==> src/hw/rtl/luma_threshold_centroid_unit_defines.svh <==
// ============================================================================
// Assertion macros for the luma threshold centroid unit
// Short forms for clocked assertions on aclk, disabled while aresetn is low.
// ============================================================================
`ifndef LUMA_THRESHOLD_CENTROID_UNIT_DEFINES_SVH
`define LUMA_THRESHOLD_CENTROID_UNIT_DEFINES_SVH

// Consequent must hold in the same cycle as the condition.
`define LTC_ASSERT_HOLDS(label, cond, cons, msg) \
    label: assert property (@(posedge aclk) disable iff (!aresetn) (cond) |-> (cons)) \
        else $error(msg);

// Consequent must hold in the cycle after the condition.
`define LTC_ASSERT_NEXT(label, cond, cons, msg) \
    label: assert property (@(posedge aclk) disable iff (!aresetn) (cond) |=> (cons)) \
        else $error(msg);

`endif

==> src/hw/rtl/ltc_pkg.sv <==
// ============================================================================
// ltc_pkg
// Types and constants shared by the luma threshold centroid unit.
// ============================================================================
package ltc_pkg;

    localparam int MAX_DIMENSION_DEF = 4096;
    localparam int FRACTION_BITS_DEF = 16;

    localparam int CHAN_W      = 8;
    localparam int LUMA_W      = 8;
    localparam int WEIGHT_W    = 16;
    localparam int PROD_W      = 24;
    localparam int CFG_DIM_W   = 13;
    localparam int CFG_DATA_W  = 13;
    localparam int CFG_INDEX_W = 2;
    localparam int FRAC_W      = 16;
    localparam int SUM_W       = 48;
    localparam int COUNT_W     = 25;
    localparam int QUEUE_DEPTH = 2;

    // Luma weights in 0.16 fixed point, standard R/G/B order.
    localparam logic [WEIGHT_W-1:0] WEIGHT_RED   = 16'd19595;
    localparam logic [WEIGHT_W-1:0] WEIGHT_GREEN = 16'd38470;
    localparam logic [WEIGHT_W-1:0] WEIGHT_BLUE  = 16'd7471;

    localparam logic [CFG_INDEX_W-1:0] CFG_LUMA_THRESHOLD = 2'd0;
    localparam logic [CFG_INDEX_W-1:0] CFG_IMAGE_WIDTH    = 2'd1;
    localparam logic [CFG_INDEX_W-1:0] CFG_IMAGE_HEIGHT   = 2'd2;

    localparam logic [LUMA_W-1:0]    THRESHOLD_RESET = 8'd215;
    localparam logic [CFG_DIM_W-1:0] WIDTH_RESET     = 13'd640;
    localparam logic [CFG_DIM_W-1:0] HEIGHT_RESET    = 13'd480;

    typedef struct packed {
        logic [CHAN_W-1:0] blue;
        logic [CHAN_W-1:0] green;
        logic [CHAN_W-1:0] red;
    } ltc_pixel_t;

    typedef struct packed {
        logic              is_white;
        logic              frame_end;
        logic              object_found;
        logic [FRAC_W-1:0] centroid_x_frac;
        logic [FRAC_W-1:0] centroid_y_frac;
    } ltc_result_t;

    // One classified pixel; the sums are meaningful on a frame end only.
    typedef struct packed {
        logic               is_white;
        logic               frame_end;
        logic [SUM_W-1:0]   sum_x;
        logic [SUM_W-1:0]   sum_y;
        logic [COUNT_W-1:0] count;
    } ltc_entry_t;

endpackage

==> src/hw/rtl/ltc_queue.sv <==
// ============================================================================
// ltc_queue
// Short queue of classified pixels between the front and the back end.
// ============================================================================
`include "luma_threshold_centroid_unit_defines.svh"

module ltc_queue (
    input  logic               aclk,
    input  logic               aresetn,
    input  logic               push,
    input  ltc_pkg::ltc_entry_t push_entry,
    output logic               push_ready,
    input  logic               pop,
    output logic               head_valid,
    output ltc_pkg::ltc_entry_t head_entry
);
    import ltc_pkg::*;

    localparam int PTR_W = $clog2(QUEUE_DEPTH);
    localparam int CNT_W = $clog2(QUEUE_DEPTH + 1);

    ltc_entry_t       slot_reg [QUEUE_DEPTH];
    logic [PTR_W-1:0] wr_ptr_reg, rd_ptr_reg;
    logic [CNT_W-1:0] count_reg, count_next;

    assign push_ready = (count_reg != CNT_W'(QUEUE_DEPTH));
    assign head_valid = (count_reg != '0);
    assign head_entry = slot_reg[rd_ptr_reg];

    always_comb begin
        count_next = count_reg;
        if (push && !pop) begin
            count_next = count_reg + CNT_W'(1);
        end else if (pop && !push) begin
            count_next = count_reg - CNT_W'(1);
        end
    end

    always_ff @(posedge aclk) begin
        if (!aresetn) begin
            wr_ptr_reg <= '0;
            rd_ptr_reg <= '0;
            count_reg  <= '0;
        end else begin
            count_reg <= count_next;
            if (push) begin
                wr_ptr_reg <= wr_ptr_reg + PTR_W'(1);
            end
            if (pop) begin
                rd_ptr_reg <= rd_ptr_reg + PTR_W'(1);
            end
        end
    end

    always_ff @(posedge aclk) begin
        if (push) begin
            slot_reg[wr_ptr_reg] <= push_entry;
        end
    end

    `LTC_ASSERT_HOLDS(a_queue_bounded, 1'b1, count_reg <= CNT_W'(QUEUE_DEPTH), "queue overfilled")

endmodule

==> src/hw/rtl/ltc_serial_div.sv <==
// ============================================================================
// ltc_serial_div
// Restoring divider that produces one quotient bit per cycle.
// ============================================================================
`include "luma_threshold_centroid_unit_defines.svh"

module ltc_serial_div #(
    parameter int NUM_W = 48,
    parameter int DEN_W = 25
) (
    input  logic             aclk,
    input  logic             aresetn,
    input  logic             start,
    input  logic [NUM_W-1:0] numer,
    input  logic [DEN_W-1:0] denom,
    output logic             done,
    output logic [NUM_W-1:0] quot
);
    localparam int CNT_W = $clog2(NUM_W);

    logic             busy_reg, done_reg;
    logic [CNT_W-1:0] cnt_reg;
    logic [NUM_W-1:0] num_reg;
    logic [DEN_W-1:0] den_reg, rem_reg, rem_next;
    logic [DEN_W:0]   trial, trial_diff;
    logic             qbit;

    // The remainder stays below the divisor, so one extra bit holds the trial.
    assign trial      = {rem_reg, num_reg[NUM_W-1]};
    assign trial_diff = trial - {1'b0, den_reg};
    assign qbit       = (trial >= {1'b0, den_reg});
    assign rem_next   = qbit ? trial_diff[DEN_W-1:0] : trial[DEN_W-1:0];

    assign done = done_reg;
    assign quot = num_reg;

    always_ff @(posedge aclk) begin
        if (!aresetn) begin
            busy_reg <= 1'b0;
            done_reg <= 1'b0;
            cnt_reg  <= '0;
        end else begin
            done_reg <= 1'b0;
            if (start) begin
                busy_reg <= 1'b1;
                cnt_reg  <= CNT_W'(NUM_W - 1);
            end else if (busy_reg) begin
                cnt_reg <= cnt_reg - CNT_W'(1);
                if (cnt_reg == '0) begin
                    busy_reg <= 1'b0;
                    done_reg <= 1'b1;
                end
            end
        end
    end

    always_ff @(posedge aclk) begin
        if (start) begin
            num_reg <= numer;
            den_reg <= denom;
            rem_reg <= '0;
        end else if (busy_reg) begin
            num_reg <= {num_reg[NUM_W-2:0], qbit};
            rem_reg <= rem_next;
        end
    end

    `LTC_ASSERT_HOLDS(a_div_start_idle, start, !busy_reg, "divider started while busy")

endmodule

==> src/hw/rtl/ltc_front.sv <==
// ============================================================================
// ltc_front
// Accepts pixels, tracks raster position, thresholds luma and accumulates.
// ============================================================================
`include "luma_threshold_centroid_unit_defines.svh"

module ltc_front #(
    parameter int  MAX_DIMENSION = ltc_pkg::MAX_DIMENSION_DEF,
    localparam int DIM_W         = $clog2(MAX_DIMENSION + 1)
) (
    input  logic                     aclk,
    input  logic                     aresetn,
    input  logic                     s_valid,
    output logic                     s_ready,
    input  ltc_pkg::ltc_pixel_t      s_pixel,
    input  logic [ltc_pkg::LUMA_W-1:0] threshold,
    input  logic [DIM_W-1:0]         img_w,
    input  logic [DIM_W-1:0]         img_h,
    output logic                     q_push,
    output ltc_pkg::ltc_entry_t      q_entry,
    input  logic                     q_ready
);
    import ltc_pkg::*;

    localparam int POS_W = $clog2(MAX_DIMENSION);

    logic [POS_W-1:0]   col_reg, row_reg;
    logic               line_end, frame_end, s_fire;
    logic [PROD_W-1:0]  luma_sum;

    logic               a_valid_reg;
    logic [LUMA_W-1:0]  a_luma_reg;
    logic [POS_W-1:0]   a_col_reg, a_row_reg;
    logic               a_frame_end_reg;

    logic [SUM_W-1:0]   sum_x_reg, sum_y_reg, sum_x_next, sum_y_next;
    logic [COUNT_W-1:0] count_reg, count_next;
    logic               white;

    assign line_end  = (DIM_W'(col_reg) >= img_w - DIM_W'(1));
    assign frame_end = line_end && (DIM_W'(row_reg) >= img_h - DIM_W'(1));
    assign s_ready   = !a_valid_reg || q_ready;
    assign s_fire    = s_valid && s_ready;

    assign luma_sum = PROD_W'(WEIGHT_RED) * PROD_W'(s_pixel.red)
                    + PROD_W'(WEIGHT_GREEN) * PROD_W'(s_pixel.green)
                    + PROD_W'(WEIGHT_BLUE) * PROD_W'(s_pixel.blue);

    // Raster position and the first stage.
    always_ff @(posedge aclk) begin
        if (!aresetn) begin
            col_reg     <= '0;
            row_reg     <= '0;
            a_valid_reg <= 1'b0;
        end else begin
            if (s_ready) begin
                a_valid_reg <= s_valid;
            end
            if (s_fire) begin
                if (frame_end) begin
                    col_reg <= '0;
                    row_reg <= '0;
                end else if (line_end) begin
                    col_reg <= '0;
                    row_reg <= row_reg + POS_W'(1);
                end else begin
                    col_reg <= col_reg + POS_W'(1);
                end
            end
        end
    end

    always_ff @(posedge aclk) begin
        if (s_fire) begin
            a_luma_reg      <= luma_sum[PROD_W-1 -: LUMA_W];
            a_col_reg       <= col_reg;
            a_row_reg       <= row_reg;
            a_frame_end_reg <= frame_end;
        end
    end

    // Second stage: threshold and accumulate as the pixel enters the queue.
    assign white  = (a_luma_reg >= threshold);
    assign q_push = a_valid_reg && q_ready;

    always_comb begin
        sum_x_next = sum_x_reg;
        sum_y_next = sum_y_reg;
        count_next = count_reg;
        if (white) begin
            sum_x_next = sum_x_reg + SUM_W'(a_col_reg);
            sum_y_next = sum_y_reg + SUM_W'(a_row_reg);
            count_next = count_reg + COUNT_W'(1);
        end
    end

    always_comb begin
        q_entry.is_white  = white;
        q_entry.frame_end = a_frame_end_reg;
        q_entry.sum_x     = sum_x_next;
        q_entry.sum_y     = sum_y_next;
        q_entry.count     = count_next;
    end

    always_ff @(posedge aclk) begin
        if (!aresetn) begin
            sum_x_reg <= '0;
            sum_y_reg <= '0;
            count_reg <= '0;
        end else if (q_push) begin
            if (a_frame_end_reg) begin
                sum_x_reg <= '0;
                sum_y_reg <= '0;
                count_reg <= '0;
            end else begin
                sum_x_reg <= sum_x_next;
                sum_y_reg <= sum_y_next;
                count_reg <= count_next;
            end
        end
    end

    `LTC_ASSERT_NEXT(a_front_clear_after_frame, q_push && a_frame_end_reg, count_reg == '0, "accumulators not cleared after frame end")

endmodule

==> src/hw/rtl/ltc_back.sv <==
// ============================================================================
// ltc_back
// Drains the queue, runs the centroid divisions and holds the result word.
// ============================================================================
`include "luma_threshold_centroid_unit_defines.svh"

module ltc_back #(
    parameter int  MAX_DIMENSION = ltc_pkg::MAX_DIMENSION_DEF,
    parameter int  FRACTION_BITS = ltc_pkg::FRACTION_BITS_DEF,
    localparam int DIM_W         = $clog2(MAX_DIMENSION + 1)
) (
    input  logic                aclk,
    input  logic                aresetn,
    input  logic                q_valid,
    input  ltc_pkg::ltc_entry_t q_entry,
    output logic                q_pop,
    input  logic [DIM_W-1:0]    img_w,
    input  logic [DIM_W-1:0]    img_h,
    output logic                m_valid,
    input  logic                m_ready,
    output ltc_pkg::ltc_result_t m_result
);
    import ltc_pkg::*;

    localparam logic [2:0] ST_IDLE   = 3'd0;
    localparam logic [2:0] ST_MEAN_X = 3'd1;
    localparam logic [2:0] ST_FRAC_X = 3'd2;
    localparam logic [2:0] ST_MEAN_Y = 3'd3;
    localparam logic [2:0] ST_FRAC_Y = 3'd4;
    localparam logic [2:0] ST_OUT    = 3'd5;

    localparam logic [FRAC_W-1:0] FRAC_FULL = (FRACTION_BITS >= FRAC_W) ? '1 :
                                              FRAC_W'((1 << FRACTION_BITS) - 1);

    logic [2:0]         state_reg, state_next;
    logic               white_reg, white_next;
    logic [SUM_W-1:0]   sum_y_reg, sum_y_next;
    logic [COUNT_W-1:0] count_reg, count_next;
    logic [FRAC_W-1:0]  frac_x_reg, frac_x_next, frac_y_reg, frac_y_next;

    logic               m_valid_reg;
    ltc_result_t        m_result_reg, out_next;
    logic               out_free, load_out;

    logic               div_start, div_done;
    logic [SUM_W-1:0]   div_num, div_quot;
    logic [COUNT_W-1:0] div_den;

    ltc_serial_div #(
        .NUM_W(SUM_W),
        .DEN_W(COUNT_W)
    ) u_div (
        .aclk   (aclk),
        .aresetn(aresetn),
        .start  (div_start),
        .numer  (div_num),
        .denom  (div_den),
        .done   (div_done),
        .quot   (div_quot)
    );

    assign out_free = !m_valid_reg || m_ready;
    assign m_valid  = m_valid_reg;
    assign m_result = m_result_reg;

    always_comb begin
        state_next  = state_reg;
        white_next  = white_reg;
        sum_y_next  = sum_y_reg;
        count_next  = count_reg;
        frac_x_next = frac_x_reg;
        frac_y_next = frac_y_reg;
        q_pop       = 1'b0;
        load_out    = 1'b0;
        out_next    = '0;
        div_start   = 1'b0;
        div_num     = div_quot << FRACTION_BITS;
        div_den     = COUNT_W'(img_w);
        case (state_reg)
            ST_IDLE: begin
                if (q_valid && out_free) begin
                    q_pop = 1'b1;
                    if (q_entry.frame_end && (q_entry.count != '0)) begin
                        white_next = q_entry.is_white;
                        sum_y_next = q_entry.sum_y;
                        count_next = q_entry.count;
                        div_start  = 1'b1;
                        div_num    = q_entry.sum_x;
                        div_den    = q_entry.count;
                        state_next = ST_MEAN_X;
                    end else begin
                        load_out           = 1'b1;
                        out_next.is_white  = q_entry.is_white;
                        out_next.frame_end = q_entry.frame_end;
                    end
                end
            end
            ST_MEAN_X: begin
                if (div_done) begin
                    div_start = 1'b1;
                    if (div_quot >= SUM_W'(img_w)) begin
                        frac_x_next = FRAC_FULL;
                        div_num     = sum_y_reg;
                        div_den     = count_reg;
                        state_next  = ST_MEAN_Y;
                    end else begin
                        state_next = ST_FRAC_X;
                    end
                end
            end
            ST_FRAC_X: begin
                if (div_done) begin
                    frac_x_next = div_quot[FRAC_W-1:0];
                    div_start   = 1'b1;
                    div_num     = sum_y_reg;
                    div_den     = count_reg;
                    state_next  = ST_MEAN_Y;
                end
            end
            ST_MEAN_Y: begin
                div_den = COUNT_W'(img_h);
                if (div_done) begin
                    if (div_quot >= SUM_W'(img_h)) begin
                        frac_y_next = FRAC_FULL;
                        state_next  = ST_OUT;
                    end else begin
                        div_start  = 1'b1;
                        state_next = ST_FRAC_Y;
                    end
                end
            end
            ST_FRAC_Y: begin
                if (div_done) begin
                    frac_y_next = div_quot[FRAC_W-1:0];
                    state_next  = ST_OUT;
                end
            end
            ST_OUT: begin
                if (out_free) begin
                    load_out                 = 1'b1;
                    out_next.is_white        = white_reg;
                    out_next.frame_end       = 1'b1;
                    out_next.object_found    = 1'b1;
                    out_next.centroid_x_frac = frac_x_reg;
                    out_next.centroid_y_frac = frac_y_reg;
                    state_next               = ST_IDLE;
                end
            end
            default: begin
                state_next = ST_IDLE;
            end
        endcase
    end

    always_ff @(posedge aclk) begin
        if (!aresetn) begin
            state_reg   <= ST_IDLE;
            m_valid_reg <= 1'b0;
        end else begin
            state_reg <= state_next;
            if (load_out) begin
                m_valid_reg <= 1'b1;
            end else if (m_ready) begin
                m_valid_reg <= 1'b0;
            end
        end
    end

    always_ff @(posedge aclk) begin
        white_reg  <= white_next;
        sum_y_reg  <= sum_y_next;
        count_reg  <= count_next;
        frac_x_reg <= frac_x_next;
        frac_y_reg <= frac_y_next;
        if (load_out) begin
            m_result_reg <= out_next;
        end
    end

    `LTC_ASSERT_HOLDS(a_back_found_at_end, m_valid_reg && m_result_reg.object_found, m_result_reg.frame_end, "object flag outside a frame end")

endmodule

==> src/hw/rtl/luma_threshold_centroid_unit.sv <==
// ============================================================================
// luma_threshold_centroid_unit
// Thresholds a raster pixel stream on luma and reports the white centroid.
// ============================================================================
//
//  channel   ports                            word
//  -------   -------------------------------  ---------------------------------
//  config    cfg_valid/cfg_ready/cfg_index    register write, cfg_data value
//  input     s_valid/s_ready/s_pixel          one pixel, blue/green/red
//  output    m_valid/m_ready/m_result         one classified pixel word
//
// Pixels that do not close a frame, and frame ends of empty frames, pass the
// input stage register, the queue and the output register at one word per
// clock while the output is not stalled. A frame end with white pixels holds
// the back end while up to four divisions share one serial divider that yields
// one quotient bit per clock; the queue keeps taking pixels meanwhile until full.
// Reset is synchronous and active low; configuration resets to threshold 215
// and a 640 by 480 frame, and writes are always accepted.
// A stalled output holds its word while the front end keeps filling the queue.
//
module luma_threshold_centroid_unit #(
    parameter int MAX_DIMENSION = ltc_pkg::MAX_DIMENSION_DEF,
    parameter int FRACTION_BITS = ltc_pkg::FRACTION_BITS_DEF
) (
    input  logic                             aclk,
    input  logic                             aresetn,
    input  logic                             cfg_valid,
    output logic                             cfg_ready,
    input  logic [ltc_pkg::CFG_INDEX_W-1:0]  cfg_index,
    input  logic [ltc_pkg::CFG_DATA_W-1:0]   cfg_data,
    input  logic                             s_valid,
    output logic                             s_ready,
    input  ltc_pkg::ltc_pixel_t              s_pixel,
    output logic                             m_valid,
    input  logic                             m_ready,
    output ltc_pkg::ltc_result_t             m_result
);
    import ltc_pkg::*;

    localparam int DIM_W = $clog2(MAX_DIMENSION + 1);

    logic [LUMA_W-1:0]    threshold_reg;
    logic [CFG_DIM_W-1:0] width_cfg_reg, height_cfg_reg;
    logic [DIM_W-1:0]     img_w, img_h;

    logic                 q_push, q_ready, q_pop, q_valid;
    ltc_entry_t           q_in_entry, q_head_entry;

    // A dimension of zero counts as one; a value beyond the maximum is clamped to it.
    function automatic logic [DIM_W-1:0] clamp_dim(input logic [CFG_DIM_W-1:0] d);
        logic [DIM_W-1:0] r;
        if (d == '0) begin
            r = DIM_W'(1);
        end else if (32'(d) > 32'(MAX_DIMENSION)) begin
            r = DIM_W'(MAX_DIMENSION);
        end else begin
            r = DIM_W'(d);
        end
        return r;
    endfunction

    assign img_w     = clamp_dim(width_cfg_reg);
    assign img_h     = clamp_dim(height_cfg_reg);
    assign cfg_ready = 1'b1;

    // Register writes to an index outside the map are dropped.
    always_ff @(posedge aclk) begin
        if (!aresetn) begin
            threshold_reg  <= THRESHOLD_RESET;
            width_cfg_reg  <= WIDTH_RESET;
            height_cfg_reg <= HEIGHT_RESET;
        end else if (cfg_valid && cfg_ready) begin
            case (cfg_index)
                CFG_LUMA_THRESHOLD: begin
                    threshold_reg <= cfg_data[LUMA_W-1:0];
                end
                CFG_IMAGE_WIDTH: begin
                    width_cfg_reg <= cfg_data[CFG_DIM_W-1:0];
                end
                CFG_IMAGE_HEIGHT: begin
                    height_cfg_reg <= cfg_data[CFG_DIM_W-1:0];
                end
                default: begin
                end
            endcase
        end
    end

    // The front end classifies each pixel and snapshots the sums at frame end.
    ltc_front #(
        .MAX_DIMENSION(MAX_DIMENSION)
    ) u_front (
        .aclk     (aclk),
        .aresetn  (aresetn),
        .s_valid  (s_valid),
        .s_ready  (s_ready),
        .s_pixel  (s_pixel),
        .threshold(threshold_reg),
        .img_w    (img_w),
        .img_h    (img_h),
        .q_push   (q_push),
        .q_entry  (q_in_entry),
        .q_ready  (q_ready)
    );

    // The queue lets the front end run on while the divider is busy.
    ltc_queue u_queue (
        .aclk      (aclk),
        .aresetn   (aresetn),
        .push      (q_push),
        .push_entry(q_in_entry),
        .push_ready(q_ready),
        .pop       (q_pop),
        .head_valid(q_valid),
        .head_entry(q_head_entry)
    );

    // The back end turns sums into Q0.16 fractions and drives the output word.
    ltc_back #(
        .MAX_DIMENSION(MAX_DIMENSION),
        .FRACTION_BITS(FRACTION_BITS)
    ) u_back (
        .aclk    (aclk),
        .aresetn (aresetn),
        .q_valid (q_valid),
        .q_entry (q_head_entry),
        .q_pop   (q_pop),
        .img_w   (img_w),
        .img_h   (img_h),
        .m_valid (m_valid),
        .m_ready (m_ready),
        .m_result(m_result)
    );

endmodule
==> config.mk <==
export PLATFORM = sky130hd
export DESIGN_NAME = luma_threshold_centroid_unit
export DESIGN_NICKNAME = d
export VERILOG_FILES = /design/src/hw/rtl/ltc_pkg.sv /design/src/hw/rtl/ltc_queue.sv /design/src/hw/rtl/ltc_serial_div.sv /design/src/hw/rtl/ltc_front.sv /design/src/hw/rtl/ltc_back.sv /design/src/hw/rtl/luma_threshold_centroid_unit.sv
export VERILOG_INCLUDE_DIRS = /design/src /design/src/hw/rtl
export SDC_FILE = /design/constraint.sdc
export NUM_CORES = 2
export LEC_CHECK = 0
export BUFFER_PORTS_ARGS = -buffer_cell sky130_fd_sc_hd__buf_2
export CORE_ASPECT_RATIO = 1.2
export CORE_MARGIN = 2
export CORE_UTILIZATION = 40
export CTS_BUF_LIST = sky130_fd_sc_hd__clkbuf_8
export DETAILED_ROUTE_END_ITERATION = 6
export PLACE_DENSITY = 0.67
export SYNTH_ARGS = -nofsm -noshare
export SYNTH_HDL_FRONTEND = slang
export SYNTH_SLANG_ARGS = --single-unit
==> constraint.sdc <==
create_clock -name aclk -period 7.4 [get_ports aclk]
set_input_delay 0.37 -clock aclk [delete_from_list [all_inputs] [get_ports aclk]]
set_output_delay 0.37 -clock aclk [all_outputs]
set_load 0.05 [all_outputs]
Yosys cells after proc, flatten, opt, wreduce, memory -nomap -nowiden. Memories as Yosys holds them, arrays and structs flattened. A register that Yosys moved wholly into a read port is not among the register bits. Index checks and enable logic that the tools add are counted.

Add/sub/neg operators: 15. $mul: 3. $lt $le $gt $ge: 8. Eq/ne operators: 17. Multiplexer cells: 76. Bitwise logic cells: 2. Reduce and logical (&&, ||, !) cells: 38.

Operators by type and width (count): 48-bit 2-to-1 mux (11); 25-bit 2-to-1 mux (8); 48-bit case mux with 3 select lines (1); 25-bit case mux with 4 select lines (1); 48-bit by 12-bit adder with 48-bit output (2); 48-bit by 13-bit greater-or-equal comparator with 1-bit output (2); 16-bit 2-to-1 mux (5); 16-bit case mux with 2 select lines (2); 13-bit 2-to-1 mux (4); 12-bit 2-to-1 mux (4); 15-bit by 8-bit multiplier with 23-bit output, first input constant (2); 35-bit 2-to-1 mux (1); 12-bit by 13-bit greater-or-equal comparator with 1-bit output (2); 26-bit by 25-bit greater-or-equal comparator with 1-bit output (1); 13-bit greater-than comparator, second input constant (2); 13-bit zero test (2); 13-bit by 1-bit subtractor with 13-bit output, second input constant (2); 25-bit by 1-bit adder with 25-bit output, second input constant (1); 25-bit nonzero test (1); 25-bit subtractor (1); 12-bit by 1-bit adder with 12-bit output, second input constant (2); 23-bit by 24-bit adder with 24-bit output (1); 24-bit by 21-bit adder with 24-bit output (1); 1-bit 2-to-1 mux (22); other kinds (34) (78).

Register bits: 468. Bits in writable memories: 246. Input port bits: 44. Output and inout bits: 38. Word-level logic and storage cells: 195. Memories kept: 1.

Memories: u_queue.slot_reg (words 2, width 123, rd ports 1, clocked after memory_dff 1, write ports 1, RTL line ltc_queue.sv:22) `ltc_entry_t slot_reg [QUEUE_DEPTH];`.

Longest topological paths before layout.
Depth in word-level cells: 8. Depth in mapped cells: 28. Depth with buffers taken out: 28.

Cells and area by module. A second synthesis with hierarchy kept.

Cells, all modules: 3807. Area total of the unflattened synthesis: 42535.8 um^2.

By module, submodules not included: ltc_front (instances 1, cells each 2032, area each 17634.4 um^2, seq. area each 3913.8 um^2); ltc_queue (instances 1, cells each 405, area each 9384.0 um^2, seq. area each 7487.2 um^2); ltc_back (instances 1, cells each 699, area each 8354.3 um^2, seq. area each 4314.1 um^2); ltc_serial_div (instances 1, cells each 483, area each 5660.4 um^2, seq. area each 2852.7 um^2); luma_threshold_centroid_unit (instances 1, cells each 188, area each 1502.7 um^2, seq. area each 680.7 um^2).

Worst setup path after synthesis. No wires, ideal clock.

Kind: register -> register. From: reg u_queue.count_reg[0]. To: mem u_queue.slot_reg[0][0] in the netlist's numbering (enable). Library setup time: 607 ps. Arrival: 6214 ps. Data required time: 6793 ps. Setup slack: 579 ps. Stages on the path, launching flop included: 6. Path buffers: 2. Period minus slack after synthesis: 6821 ps. Cell sequence: dfxtp_1 nand2b_1 nand2_1 clkbuf_1 buf_1 nor2_1.

Word-level cells in the longest chain between the ends: 4.

Ends and longest elaborated chain: start: declaration (RTL line ltc_queue.sv:24) `logic [CNT_W-1:0] count_reg, count_next;`; start signal: assignment (RTL line ltc_queue.sv:45) `count_reg <= count_next;`; 2-bit inequality test (RTL line ltc_queue.sv:26) `assign push_ready = (count_reg != CNT_W'(QUEUE_DEPTH));`; 1-bit logical AND (RTL line ltc_front.sv:84) `assign q_push = a_valid_reg && q_ready;`; 1-bit 2-to-1 mux (RTL line ltc_queue.sv:56) `if (push) begin`; 1-bit 2-to-1 mux (not written as such) (RTL line ltc_queue.sv:57) `slot_reg[wr_ptr_reg] <= push_entry;`; end: declaration (RTL line ltc_queue.sv:22).

No other way between the ends.

Worst setup path after layout.
From: in s_pixel[13] in the netlist's numbering. To: reg u_front.a_luma_reg[7], data pin.

Word-level cells in the longest chain between the ends: 3.

Ends and longest elaborated chain: start: declaration (RTL line luma_threshold_centroid_unit.sv:33) `input ltc_pkg::ltc_pixel_t s_pixel,`; 15-bit by 8-bit multiplier with 23-bit output (RTL line ltc_front.sv:46) `+ PROD_W'(WEIGHT_GREEN) * PROD_W'(s_pixel.green)`; 23-bit by 24-bit adder with 24-bit output (RTL line ltc_front.sv:46); 24-bit by 21-bit adder with 24-bit output (RTL line ltc_front.sv:47) `+ PROD_W'(WEIGHT_BLUE) * PROD_W'(s_pixel.blue);`; via u_front.luma_sum[23] (RTL line ltc_front.sv:29) `logic [PROD_W-1:0] luma_sum;`; end signal: assignment (RTL line ltc_front.sv:75) `a_luma_reg <= luma_sum[PROD_W-1 -: LUMA_W];`; end: declaration (RTL line ltc_front.sv:32) `logic [LUMA_W-1:0] a_luma_reg;`.

The timed path passes the listed nets, and every way through them passes these cells. A chain may end at the register's enable or synchronous reset.

==> run metrics <==
number of iterations in the first detailed-routing pass=6; Fill cells=9423; register clock-pin slew on the reported worst setup and hold paths=0.06 ns; antenna viol nets, final=0; Routed WL=109000 microns; post-route setup TNS=0 ns; most used cell, CP=fa_1; share of cells above drive strength 1=10.4%; Slew HR=25.8%; # IOs=82; GRT Overall Usage=20.4%; final hold viol count=0; FF-to-FF setup slack=2.07 ns; setup ws final=1.02 ns; area of the core=102000 sq um; DR vias/cell=5.54; worst r2r dst=u_back.u_div.quot[11]$_DFFE_PP_; Die Ht=355 microns; die area=105000 sq um; max reg flops=246; total grt overflow=0; clock skew=0.0807 ns; status=finished clean; detailed placement HPWL=76600 microns; crit-path max cell delay=0.54 ns; period utilisation layout=86.2%; Leakage Power=18.0 nW; TritonCTS clock tree=done; maximum root-to-sink buffer count=3; top-count cell post-synth=edfxtp_1; CTS H-tree lvls=3; ranking of synthesized cells by area=edfxtp_1 36%, dfxtp_1 11%, ha_1 8.3%; Total Power Consumption=0.0163 W; Vias=30200; Synth top area share=36.0%; Crit Path Max Fanout=6; GP Congestion=0.929; Fmax=0.157 GHz; Tmin final=6.38 ns; nets@finish=4427; Gate Count Post-Synth=3918; Max Cap Viol=0; Synth Flop Type=edfxtp_1; CTS buffer count=106; Synth Net Count=4354; number of synthesized register bits=715; Worst path slowest cell=fa_1; DR WL/cell=20.0 microns; top post-synthesis cells by count=493 x edfxtp_1, 364 x nand2_1, 320 x a21oi_1; CTS root buf=clkbuf_8; Sink Count=715; critical path launch point type=primary input; Slew @ Worst Pin=1.11 ns; Final Hold Slack=0.0538 ns; WP data required=7.90 ns; vias in the first global route=29200; fin. max-slew vios=0; EDFF count, synth=493; # DRC=0; Synth area leader=edfxtp_1; Post-Syn Area=41100 sq um; FF+latch area=19300 sq um; Hold EP=u_back.m_valid$_SDFFE_PN0P_; RSZ-0062 raised after global routing=false; maximum VDD drop=297 uV; Rows=128; Worst-Skew Late Latency=0.79 ns; Hold Crit Depth=3; PortBufs=80; pre-CTS WS=0.244 ns; Seq/Total Area, Yosys=46.9%; Hold Path Origin=m_ready; area occupied by multi-input gates=20100 sq um; arrival time worst endpoint=6.88 ns; first-pass GRT wire length=167000 microns; Die X=297 microns; PD cells=358 nW/um^2; asr flop ratio synth=0%; initial drt markers=2285; Ys Warns=0; Initial Utilization=40.4%; CP endpoint kind=register; Avg Inst Size Synth=10.5 sq um; Worst Reg-to-Reg Cells=9; initial antenna violation count=4; largest net degree at the start of global routing=71; Cell variety after synth=89; Area growth, synth to finish=10.7%; HP Class=in2reg; Final setup viols=0; Setup CP Type=in2reg; Setup Buffers After CTS=0
cell families after synthesis:
| family | synth area share, % |
|---|---|
| simple gates | 12.6 |
| compound gates | 14.2 |
| flops | 46.9 |
| buf+inv | 4.51 |
| fa+ha+maj | 14.2 |
| xor+xnor | 4.09 |
| mux | 3.53 |
| other cells | 0.00913 |
power breakdown:
part	internal, W	switching (W)	leakage, nW	total [W]
sequential	0.00521	0.000482	6.48	0.00569
combinational	0.00280	0.00428	10.2	0.00708
clock	0.00190	0.00161	1.34	0.00350
total	0.00990	0.00637	18.0	0.0163
worst max-delay path, delay by kind of cell:
family / cells / cell delay (ns)
buffers and inverters: 6 / 0.53
AOI/OAI and AO/OA: 7 / 1.23
xor gates and xnor gates: 2 / 0.28
and+or+nand+nor: 5 / 0.58
adders and majority gates: 9 / 3.90
per-stage QoR:
step	instance area, sq um	util [%]	instances
after floorplan	41100	-	3918
after global placement	43000	42.2	5233
after detailed placement	43000	42.2	5233
after CTS	45400	44.7	5449
after global routing	45500	44.7	5451
final	45500	44.7	5451
repair_timing:
| action | 4_1_cts | 5_1_grt |
|---|---|---|
| hold buffers | 14 | 0 |
| gates resized for setup | 0 | 0 |
| endpoints found under the hold margin | 35 | 0 |
layer usage:
layer	up-vias	routed length (microns)	track usage, %
met5	-	20	0
met4	2	5340	10.4
met3	261	6560	3.00
met2	1068	53400	35.0
met1	14600	43500	25.0
li1	14300	-	-
worst max path at each step:
| stage | cells after the start | startpoint | end |
|---|---|---|---|
| after floorplan | 5 | u_queue.count_reg[0]$_SDFFE_PN0P_ | u_queue.slot_reg[0][0]$_DFFE_PP_ |
| after global placement | 29 | s_pixel[13] | u_front.a_luma_reg[7]$_DFFE_PP_ |
| after detailed placement | 29 | s_pixel[13] | u_front.a_luma_reg[7]$_DFFE_PP_ |
| after CTS | 29 | s_pixel[13] | u_front.a_luma_reg[7]$_DFFE_PP_ |
| after global routing | 29 | s_pixel[13] | u_front.a_luma_reg[7]$_DFFE_PP_ |
| final | 29 | s_pixel[13] | u_front.a_luma_reg[7]$_DFFE_PP_ |
cells in the final DEF (no fill, tap or decap), types with 108 or more instances in the layout:
cell,count
xnor2_1,108
o21ai_0,179
nor2_1,220
inv_1,322
dfxtp_1,220
a21oi_1,319
clkbuf_8,127
fa_1,121
nand2_1,360
edfxtp_1,493
ha_1,271
cell type report:
class | count | share of cell area [%]
inverter | 296 | 2.46
tap | 1365 | 3.76
sequential | 715 | 42.4
antenna | 1 | 0.00551
multi-input combinational | 2723 | 44.2
timing repair buffer | 149 | 2.09
clock inverter | 75 | 1.34
clock buffer | 127 | 3.85
No activity file was read; power rests on OpenSTA's default activity.
